[src/hw/rtl/edq_pkg.sv]
`timescale 1ns / 1ps

package edq_pkg;

  // input item kinds (tuser)
  localparam logic [1:0] KIND_CREATE   = 2'd0;
  localparam logic [1:0] KIND_COMPLETE = 2'd1;
  localparam logic [1:0] KIND_TIMEOUT  = 2'd2;

  // result status codes
  localparam logic [1:0] ST_OK        = 2'd0;
  localparam logic [1:0] ST_NOT_FOUND = 2'd1;
  localparam logic [1:0] ST_FULL      = 2'd2;
  localparam logic [1:0] ST_EMPTY     = 2'd3;

  localparam logic [15:0] IDLE_SLEEP_RESET = 16'd100;
  localparam logic [31:0] SLEEP_RESET      = 32'd100;

  typedef struct packed {
    logic [31:0] rel_time;
    logic [31:0] deadline;
    logic [31:0] id;
  } entry_t;

endpackage

[src/hw/rtl/edq_mem.sv]
`timescale 1ns / 1ps

// Task table storage: one write port, one read port with registered data.
module edq_mem #(
  parameter int DEPTH = 16,
  parameter int IW    = 4
) (
  input  logic           clk_i,
  input  logic           we_i,
  input  logic [IW-1:0]  waddr_i,
  input  edq_pkg::entry_t wdata_i,
  input  logic [IW-1:0]  raddr_i,
  output edq_pkg::entry_t rdata_o
);

  edq_pkg::entry_t mem_q [DEPTH];
  edq_pkg::entry_t rdata_q;

  always_ff @(posedge clk_i) begin
    if (we_i) begin
      mem_q[waddr_i] <= wdata_i;
    end
  end

  always_ff @(posedge clk_i) begin
    rdata_q <= mem_q[raddr_i];
  end

  assign rdata_o = rdata_q;

endmodule

[src/hw/rtl/edf_deadline_ready_queue.sv]
`timescale 1ns / 1ps

// Channel   Group                      Payload
// --------  -------------------------  ------------------------------------------------
// input     s_axis_t{valid,ready,...}  tuser: kind; tdata: task_id, deadline, now_ticks
// output    m_axis_t{valid,ready,...}  tdata: status, head_valid, head_id, sleep_ticks,
//                                      removed_id, response_time, active_count
// config    cfg_we_i / cfg_wdata_i     idle_sleep_ticks
//
// One item at a time through a sequencer over the task table (one read, one write
// per cycle). Create shifts entries with later deadlines up from the tail until it
// finds its slot (no shifting into an empty or a full table); complete and timeout
// scan all active entries; both on an empty table, and unused kinds, go straight to
// the head read. Reset is asynchronous; the table needs no clearing. A finished
// result waits in the output register; the next item is accepted meanwhile, and the
// block stalls only when that register is still occupied.
module edf_deadline_ready_queue #(
  parameter int ACTIVE_DEPTH = 16
) (
  input  logic        clk_i,
  input  logic        rst_ni,
  input  logic        cfg_we_i,
  input  logic [15:0] cfg_wdata_i,
  input  logic        s_axis_tvalid,
  output logic        s_axis_tready,
  // [1:0] kind
  input  logic [1:0]  s_axis_tuser,
  // [31:0] task_id, [63:32] deadline, [95:64] now_ticks
  input  logic [95:0] s_axis_tdata,
  output logic        m_axis_tvalid,
  input  logic        m_axis_tready,
  // [1:0] status, [2] head_valid, [34:3] head_id, [66:35] sleep_ticks,
  // [98:67] removed_id, [130:99] response_time, then active_count, zero pad
  output logic [((131 + $clog2(ACTIVE_DEPTH + 1) + 7) / 8) * 8 - 1:0] m_axis_tdata
);

  localparam int IW    = $clog2(ACTIVE_DEPTH);
  localparam int CW    = $clog2(ACTIVE_DEPTH + 1);
  localparam int PAY_W = 131 + CW;
  localparam int OUT_W = ((PAY_W + 7) / 8) * 8;

  localparam logic [2:0] S_IDLE     = 3'd0;
  localparam logic [2:0] S_DISPATCH = 3'd1;
  localparam logic [2:0] S_INS      = 3'd2;
  localparam logic [2:0] S_INS_HEAD = 3'd3;
  localparam logic [2:0] S_RMV      = 3'd4;
  localparam logic [2:0] S_HEAD     = 3'd5;
  localparam logic [2:0] S_RESULT   = 3'd6;

  logic [2:0]    state_q, state_d;
  logic [IW-1:0] k_q, k_d;
  logic          found_q, found_d;
  logic [CW-1:0] count_q, count_d;
  logic [31:0]   sleep_q, sleep_d;
  logic [15:0]   idle_q, idle_d;
  logic          out_valid_q, out_valid_d;
  logic [PAY_W-1:0] out_q, out_d;

  logic [1:0]  kind_q, kind_d;
  logic [31:0] id_q, id_d;
  logic [31:0] dl_q, dl_d;
  logic [31:0] now_q, now_d;
  logic [1:0]  status_q, status_d;
  logic [31:0] removed_q, removed_d;
  logic [31:0] resp_q, resp_d;

  logic            we;
  logic [IW-1:0]   waddr;
  logic [IW-1:0]   raddr;
  edq_pkg::entry_t wdata;
  edq_pkg::entry_t rd_data;
  edq_pkg::entry_t new_entry;
  logic            last;
  logic            match;
  logic [31:0]     head_id;

  edq_mem #(
    .DEPTH (ACTIVE_DEPTH),
    .IW    (IW)
  ) u_mem (
    .clk_i   (clk_i),
    .we_i    (we),
    .waddr_i (waddr),
    .wdata_i (wdata),
    .raddr_i (raddr),
    .rdata_o (rd_data)
  );

  assign new_entry = '{rel_time: now_q, deadline: dl_q, id: id_q};
  assign last      = (CW'(k_q) == count_q - CW'(1));
  // timeout evicts the head; complete looks for the first id match
  assign match     = (kind_q == edq_pkg::KIND_TIMEOUT) ? (k_q == '0) : (rd_data.id == id_q);
  assign head_id   = (count_q != '0) ? rd_data.id : 32'd0;

  assign s_axis_tready = (state_q == S_IDLE);
  assign m_axis_tvalid = out_valid_q;
  assign m_axis_tdata  = OUT_W'(out_q);

  always_comb begin
    state_d     = state_q;
    k_d         = k_q;
    found_d     = found_q;
    count_d     = count_q;
    sleep_d     = sleep_q;
    out_valid_d = out_valid_q;
    out_d       = out_q;
    kind_d      = kind_q;
    id_d        = id_q;
    dl_d        = dl_q;
    now_d       = now_q;
    status_d    = status_q;
    removed_d   = removed_q;
    resp_d      = resp_q;
    we          = 1'b0;
    waddr       = '0;
    wdata       = rd_data;
    raddr       = '0;

    if (out_valid_q && m_axis_tready) begin
      out_valid_d = 1'b0;
    end

    unique case (state_q)
      S_IDLE: begin
        if (s_axis_tvalid) begin
          kind_d    = s_axis_tuser;
          id_d      = s_axis_tdata[31:0];
          dl_d      = s_axis_tdata[63:32];
          now_d     = s_axis_tdata[95:64];
          status_d  = edq_pkg::ST_OK;
          removed_d = 32'd0;
          resp_d    = 32'd0;
          found_d   = 1'b0;
          state_d   = S_DISPATCH;
        end
      end
      S_DISPATCH: begin
        unique case (kind_q)
          edq_pkg::KIND_CREATE: begin
            if (count_q == CW'(ACTIVE_DEPTH)) begin
              status_d = edq_pkg::ST_FULL;
              state_d  = S_HEAD;
            end else if (count_q == '0) begin
              we      = 1'b1;
              wdata   = new_entry;
              count_d = count_q + CW'(1);
              state_d = S_HEAD;
            end else begin
              // walk down from the tail, shifting later deadlines up
              raddr   = IW'(count_q - CW'(1));
              k_d     = IW'(count_q - CW'(1));
              state_d = S_INS;
            end
          end
          edq_pkg::KIND_COMPLETE, edq_pkg::KIND_TIMEOUT: begin
            if (count_q == '0) begin
              if (kind_q == edq_pkg::KIND_TIMEOUT) begin
                status_d = edq_pkg::ST_EMPTY;
                sleep_d  = {16'd0, idle_q};
              end else begin
                status_d = edq_pkg::ST_NOT_FOUND;
              end
              state_d = S_HEAD;
            end else begin
              k_d     = '0;
              state_d = S_RMV;
            end
          end
          default: state_d = S_HEAD;
        endcase
      end
      S_INS: begin
        if (rd_data.deadline > dl_q) begin
          we    = 1'b1;
          waddr = k_q + IW'(1);
          wdata = rd_data;
          if (k_q == '0) begin
            state_d = S_INS_HEAD;
          end else begin
            raddr = k_q - IW'(1);
            k_d   = k_q - IW'(1);
          end
        end else begin
          we      = 1'b1;
          waddr   = k_q + IW'(1);
          wdata   = new_entry;
          count_d = count_q + CW'(1);
          state_d = S_HEAD;
        end
      end
      S_INS_HEAD: begin
        we      = 1'b1;
        wdata   = new_entry;
        count_d = count_q + CW'(1);
        state_d = S_HEAD;
      end
      S_RMV: begin
        if (!last) begin
          raddr = k_q + IW'(1);
          k_d   = k_q + IW'(1);
        end
        if (found_q) begin
          // close the gap behind the removed entry
          we    = 1'b1;
          waddr = k_q - IW'(1);
          wdata = rd_data;
        end else if (match) begin
          found_d   = 1'b1;
          removed_d = rd_data.id;
          // an overdue eviction reports no response time
          if (kind_q == edq_pkg::KIND_COMPLETE) begin
            resp_d = now_q - rd_data.rel_time;
          end
        end
        if (last) begin
          if (found_q || match) begin
            count_d = count_q - CW'(1);
          end else begin
            status_d = edq_pkg::ST_NOT_FOUND;
          end
          state_d = S_HEAD;
        end
      end
      S_HEAD: begin
        state_d = S_RESULT;
      end
      S_RESULT: begin
        if (count_q != '0) begin
          sleep_d = rd_data.deadline - now_q;
        end
        if (!out_valid_q || m_axis_tready) begin
          out_valid_d = 1'b1;
          out_d       = {count_q, resp_q, removed_q, sleep_d, head_id,
                         (count_q != '0), status_q};
          state_d     = S_IDLE;
        end
      end
      default: state_d = S_IDLE;
    endcase
  end

  always_comb begin
    idle_d = idle_q;
    if (cfg_we_i) begin
      idle_d = cfg_wdata_i;
    end
  end

  always_ff @(posedge clk_i or negedge rst_ni) begin
    if (!rst_ni) begin
      state_q     <= S_IDLE;
      k_q         <= '0;
      found_q     <= 1'b0;
      count_q     <= '0;
      sleep_q     <= edq_pkg::SLEEP_RESET;
      idle_q      <= edq_pkg::IDLE_SLEEP_RESET;
      out_valid_q <= 1'b0;
    end else begin
      state_q     <= state_d;
      k_q         <= k_d;
      found_q     <= found_d;
      count_q     <= count_d;
      sleep_q     <= sleep_d;
      idle_q      <= idle_d;
      out_valid_q <= out_valid_d;
    end
  end

  always_ff @(posedge clk_i) begin
    out_q     <= out_d;
    kind_q    <= kind_d;
    id_q      <= id_d;
    dl_q      <= dl_d;
    now_q     <= now_d;
    status_q  <= status_d;
    removed_q <= removed_d;
    resp_q    <= resp_d;
  end

endmodule

[config.mk]
export PLATFORM = sky130hd
export DESIGN_NAME = edf_deadline_ready_queue
export DESIGN_NICKNAME = d
export VERILOG_FILES = /design/src/hw/rtl/edq_pkg.sv /design/src/hw/rtl/edq_mem.sv /design/src/hw/rtl/edf_deadline_ready_queue.sv
export SDC_FILE = /design/constraint.sdc
export NUM_CORES = 2
export LEC_CHECK = 0
export BUFFER_PORTS_ARGS = -buffer_cell sky130_fd_sc_hd__buf_2
export CAP_MARGIN = 20
export CORE_MARGIN = 5
export CORE_UTILIZATION = 45
export CTS_CLUSTER_DIAMETER = 120
export DETAILED_ROUTE_END_ITERATION = 6
export PLACE_DENSITY = 0.62
export SETUP_SLACK_MARGIN = 0.2
export SKIP_CTS_REPAIR_TIMING = 1
export SLEW_MARGIN = 15
export SYNTH_ARGS = -nofsm -noshare
export SYNTH_HDL_FRONTEND = slang
export SYNTH_HIERARCHICAL = 1
export SYNTH_SLANG_ARGS = --single-unit
[constraint.sdc]
create_clock -name clk_i -period 12.1 [get_ports clk_i]
set_input_delay 1.21 -clock clk_i [delete_from_list [all_inputs] [get_ports clk_i]]
set_output_delay 1.21 -clock clk_i [all_outputs]
set_load 0.01 [all_outputs]
Word level (Yosys, flattened, before mapping)
Memory sizes are Yosys's and may differ from the RTL's. A register that Yosys moved wholly into a read port is not among the register bits.
Cells that the tools add are included.
Word-level totals
  memories kept: 1
  RAM bits: 1536
  register bits after elaboration: 362
  output and inout bits: 138
  bits of input ports: 119
Operators by class
  eq/ne operators: 35
  $lt $le $gt $ge: 1
  reductions and logical operators: 26
  multiplexer cells: 75
  add/sub/neg operators: 6
Memories
  u_mem.mem_q: words 16, width 96, read ports 1, clocked after Yosys merged registers in 1, wr ports 1, line edq_mem.sv:16  | edq_pkg::entry_t mem_q [DEPTH];
Operators with widths (count)
  2-to-1 mux 96 bit: 4
  2-to-1 mux 32 bit: 10
  one-hot mux 96 bit (3 select lines): 1
  one-hot mux 32 bit (2 select lines): 3
  subtractor 32 bit: 2
  2-to-1 mux 4 bit: 13
  equality test 32 bit: 1
  greater-than comparator 32 bit: 1
  inequality test 2 bit, second input constant: 16
  2-to-1 mux 5 bit: 6
  one-hot mux 4 bit (3 select lines): 2
  2-to-1 mux 3 bit: 7
  one-hot mux 3 bit (7 select lines): 1
  one-hot mux 5 bit (4 select lines): 1
  inequality test 3 bit, second input constant: 6
  one-hot mux 4 bit (2 select lines): 2
  2-to-1 mux 1 bit: 14
  AND reduction 7 bit: 2
  2-to-1 mux 2 bit: 6
  AND reduction 4 bit: 3
  equality test 3 bit, second input constant: 3
  AND reduction 8 bit: 1
  equality test 3 x 2 -> 1 bit, second input constant: 2
  one-hot mux 2 bit (3 select lines): 1
  other kinds (29): 35

Logic depth before layout (Yosys ltp)
  depth after elaboration: 7
  depth in mapped cells: 18

Hierarchy
The synthesis kept the hierarchy.
By module, submodules not included
  edq_mem: cells each 2460, times used 1, sequential area each 48046.1 µm², area each 59355.7 µm²
  edf_deadline_ready_queue: cells each 1771, times used 1, sequential area each 10567.6 µm², area each 19042.0 µm²

Worst setup path before layout
No wires, ideal clock.
  path type: reg2reg
  from: reg count_q[0]
  to: mem u_mem/mem_q[0][0] in the netlist's numbering, enable pin
  buffers on the path: 2
  setup time: 0.668 ns
  data arrival time: 8.927 ns
  path slack: 2.505 ns
  cell stages (with the launch flop): 13
  path through: dfrtp_1 -> clkbuf_1 -> inv_1 -> ha_1 -> nor2b_1 -> and2b_1 -> nor2b_1 -> buf_2 -> inv_2 -> o21a_1 -> nand2_1 -> or3b_2 -> nor3_1
On the way
  word-level cells in the longest chain between the ends: 7
  elaborated cells on any way between the ends: 8
  classes of those cells: eq/ne (1); mux (6); reduce/logical (1)
Ends and longest elaborated chain
  start, declared: line edf_deadline_ready_queue.sv:53  | logic [CW-1:0] count_q, count_d;
  start signal, assigned: line edf_deadline_ready_queue.sv:262  | count_q <= count_d;
  zero test 5 bit: line edf_deadline_ready_queue.sv:143  | end else if (count_q == '0) begin
  2-to-1 mux 1 bit: line edf_deadline_ready_queue.sv:143
  2-to-1 mux 1 bit *: line edf_deadline_ready_queue.sv:140  | if (count_q == CW'(ACTIVE_DEPTH)) begin
  2-to-1 mux 1 bit *: line edf_deadline_ready_queue.sv:138  | unique case (kind_q)
  one-hot mux 1 bit (3 select lines) *: line edf_deadline_ready_queue.sv:123  | unique case (state_q)
  named net we: line edf_deadline_ready_queue.sv:67  | logic we;
  2-to-1 mux 1 bit *: line edq_mem.sv:20  | if (we_i) begin
  2-to-1 mux 1 bit (implied by the code) *: line edq_mem.sv:21  | mem_q[waddr_i] <= wdata_i;
  end, declared: line edq_mem.sv:16
Mark *: on every way through the listed nets, which the timed path passes. The rest lies on a longest branch.

Worst setup path in the final report
  from: reg dl_q[29]
  to: reg, netlist name u_mem/rdata_o[50]
On the way
  word-level cells in the longest chain between the ends: 3
Ends and longest elaborated chain
  start, declared: line edf_deadline_ready_queue.sv:61  | logic [31:0] dl_q, dl_d;
  start signal, assigned: line edf_deadline_ready_queue.sv:273  | dl_q <= dl_d;
  greater-than comparator 32 bit: line edf_deadline_ready_queue.sv:173  | if (rd_data.deadline > dl_q) begin
  2-to-1 mux 4 bit: line edf_deadline_ready_queue.sv:173
  one-hot mux 4 bit (3 select lines): line edf_deadline_ready_queue.sv:123
  named net raddr[0]: line edf_deadline_ready_queue.sv:69  | logic [IW-1:0] raddr;
The timed path passes the listed nets, and every way through them passes these cells.
A chain may end at the register's enable or synchronous reset.

==> impl_metrics.csv <==
group,metric,value,unit
floorplan,die_height,427,microns
grt,grt_max_degree,145,
timing,skew,0.0669,ns
timing,rsz0062_at_grt,"false",
timing,clock.fmax,171,MHz
worst_hold_path,worstHoldPathType,"input pin to async pin",
timing,tightest_slew,1.13,ns
floorplan,initial_core_util,0.452,
worst_setup_path,startpoint_type,"flip-flop",
grt,grt_overflow,0,
logic_synthesis,synth_warnings,6,
drt,wl_per_cell,29.1,microns
timing,setup_viol,0,
drt,drt-pass1-iter-count,5,
pwr,p_leak,30.0,nW
cts,clk_path_buf_depth,3,
grt,grt_pass1_vias,41700,
cts,h-tree-depth,4,
flow_run,maxCapViolations,0,
logic_synthesis,synthDistinctLibCells,81,
finish,layout-drive-gt1-share,0.234,
drt,via_per_inst,5.84,
finish,fin_nets,4819,
grt,use_met2,0.376,
drt,drc,0,
drt,vias,41400,
finish,syn_to_final_growth,13.8,%
floorplan,std_cell_rows,153,
grt,met3_usage,0.0321,
floorplan,core_area,174000,sq um
pwr,ir_worst_vdd,0.000305,V
placement,dp_hpwl,117000,microns
drt,routed_wl,207000,microns
floorplan,die_area,183000,sq um
cts,root_buffer,"clkbuf_16",
cts,cts_buffers,197,
worst_setup_path,ff2ff_setup_slack,6.25,ns
grt,grt-busiest-layer,"met2",
logic_synthesis,syn-cell-area,78400,sq um
worst_setup_path,cp.required,12.82,ns
logic_synthesis,synth.avg_cell_area,18.5,sq um
finish,fin_area,89200,sq um
cts,clock_sinks,1994,
worst_setup_path,path_max_fanout,109,
worst_setup_path,crit_start,"dl_q[29]",
logic_synthesis,synthCells,4231,
cts,cts_tree,"built",
placement,place_area,82700,sq um
logic_synthesis,syn_nets,4454,
logic_synthesis,async_flop_share,0.0311,
worst_setup_path,reg2reg_depth,14,
floorplan,die_w,427,microns
drt,drt_iter0_drc,4552,
grt,grt_pass1_wl,296000,microns
pwr,p_per_area,275,nW/um^2
logic_synthesis,synthFlopType,"edfxtp_1",
logic_synthesis,synth-edff-count,1836,
finish,fin_cells,7100,
timing,period_share,0.484,
worst_setup_path,worstPathArrival,6.58,ns
placement,pre_cts_ws,6.31,ns
timing,final.setup.worst_slack,6.25,ns
timing,hold_viol_final,0,
worst_setup_path,cp-end-kind,"flip-flop",
grt,grt_use_total,0.225,
placement,gp_congestion,0.848,
placement,port_buffers,256,
timing,finalCriticalPeriod,5.85,ns
logic_synthesis,synth_seq_area_share,0.748,
timing,fin_tns_setup,0,ns
cts,insertion_delay,0.85,ns
grt,grt_use_met1,0.304,
floorplan,ioPinCount,257,
placement,placed_cells,6720,
worst_setup_path,crit_type,"flip-flop to flip-flop",
status,status,"completed",
timing,drv_slew,0,
grt,antenna_found_initial,9,
logic_synthesis,synth_seq_cells,1994,
worst_setup_path,rr_startpoint,"dl_q[29]",
finish,fill_cells,13900,
drt,postRouteAntennaNets,0,
timing,slew_headroom,0.247,
cts,clk_pin_slew,0.06,ns
-- worst paths after layout --
check,endpoint
hold reg to reg,m_axis_tdata[81]
setup reg to reg,u_mem/rdata_o[50]
hold / removal,sleep_q[24]
max in group asynchronous,idle_q[8]
setup / recovery,u_mem/rdata_o[50]
min in group clk_i,m_axis_tdata[81]
-- registers in the layout (all words and copies together) (netlist names), 4 cells and up --
register       flops
count_q            5
dl_q              32
id_q              32
idle_q            16
k_q                4
m_axis_tdata     136
now_q             32
removed_q         32
resp_q            32
sleep_q           32
u_mem/mem_q     1536
u_mem/rdata_o     96
-- layout by cell type, fill, tap and decap left out, types with 18 or more instances in the layout --
cell type | netlist | final
buf_2 | 21 | 255
a21oi_1 | 88 | 88
nand3_1 | 39 | 39
buf_4 | 19 | 111
nand2_1 | 279 | 277
xor2_1 | 42 | 42
clkbuf_1 | 112 | 71
and3_1 | 38 | 38
clkinv_2 | 0 | 28
dfrtp_1 | 56 | 55
nor3_1 | 29 | 23
ha_1 | 102 | 102
clkbuf_8 | 0 | 21
xnor2_1 | 48 | 48
a21o_1 | 53 | 53
o21ai_0 | 115 | 113
dfxtp_1 | 96 | 96
a22oi_1 | 234 | 234
nand4_1 | 18 | 18
mux2_2 | 19 | 19
clkbuf_16 | 0 | 197
clkinv_1 | 0 | 23
edfxtp_1 | 1836 | 1836
mux4_2 | 384 | 384
nor2_1 | 179 | 162
inv_1 | 121 | 120
and2_1 | 42 | 40
a31oi_1 | 24 | 24
-- cell usage after synthesis, types with 19 or more instances --
library cell,count,share of area
o21ai_0,115,0.0073
nor3_1,29,0.0019
and2_1,42,0.0034
a21oi_1,88,0.0056
a31oi_1,24,0.0019
inv_1,121,0.0058
xnor2_1,48,0.0054
buf_2,21,0.0013
buf_6,21,0.0030
a21o_1,53,0.0051
nor2b_1,20,0.0016
clkbuf_1,112,0.0054
buf_1,33,0.0016
nand3_1,39,0.0025
nand2_1,279,0.013
mux4_2,384,0.11
edfxtp_1,1836,0.70
buf_4,19,0.0018
and3_1,38,0.0030
a22oi_1,234,0.022
dfxtp_1,96,0.025
xor2_1,42,0.0047
nor2_1,179,0.0086
ha_1,102,0.016
dfrtp_1,56,0.018
mux2_2,19,0.0027
-- per-stage QoR --
step	power [mW]	hold WS, ns	utilization
floorplan	15.9	0.400	-
global placement	18.5	0.401	0.476
detailed placement	18.6	0.405	0.477
CTS	24.7	0.128	0.514
global route	25.7	0.156	0.514
finish	24.5	0.189	0.514
-- cell type report --
cell class                 count  area (sq um)  share of cell area
timing repair buffer         372          2240              0.0251
inverter                     122           463             0.00519
clock inverter                87           972              0.0109
tap                         2325          2910              0.0326
sequential                  1994         58600               0.657
antenna                        2          5.00           0.0000561
clock buffer                 289          5490              0.0615
multi-input combinational   1909         18500               0.208
-- routing by layer --
layer | share of wire | vias to the layer above
met1 | 0.40 | 21700
met2 | 0.50 | 1696
met3 | 0.067 | 341
li1 | - | 17700
met5 | 0.000034 | -
met4 | 0.038 | 2
-- cell families after synthesis --
family | Yosys count | synth area share
XOR/XNOR | 90 | 0.0101
multiplexers | 409 | 0.114
buffers and inverters | 328 | 0.0190
AO/OA/AOI/OAI | 608 | 0.0522
flip-flops | 1994 | 0.748
AND/OR/NAND/NOR | 698 | 0.0405
adder cells (fa/ha/maj) | 104 | 0.0168
-- worst max-delay path, cell delays in order, from the launching register on --
cell and delay [ns]:
edfxtp_1 0.35, inv_1 0.05, ha_1 0.31, nand4_1 0.28, or4_1 0.70, a31oi_1 0.26, o21ai_1 0.27, or2_2 0.44
and2_1 0.21, o22ai_4 0.22, buf_12 0.64, buf_12 0.77, mux4_2 0.61, a22oi_1 0.23, nand2_1 0.08
-- power by group --
part / leakage [nW] / total [mW] / internal (mW) / switching [mW]
combinational: 8.59 / 8.24 / 3.08 / 5.16
sequential: 18.3 / 10.2 / 9.71 / 0.535
clock: 3.12 / 6.04 / 3.43 / 2.61
total: 30.0 / 24.5 / 16.2 / 8.31
Power figures use the tool's default switching activity.
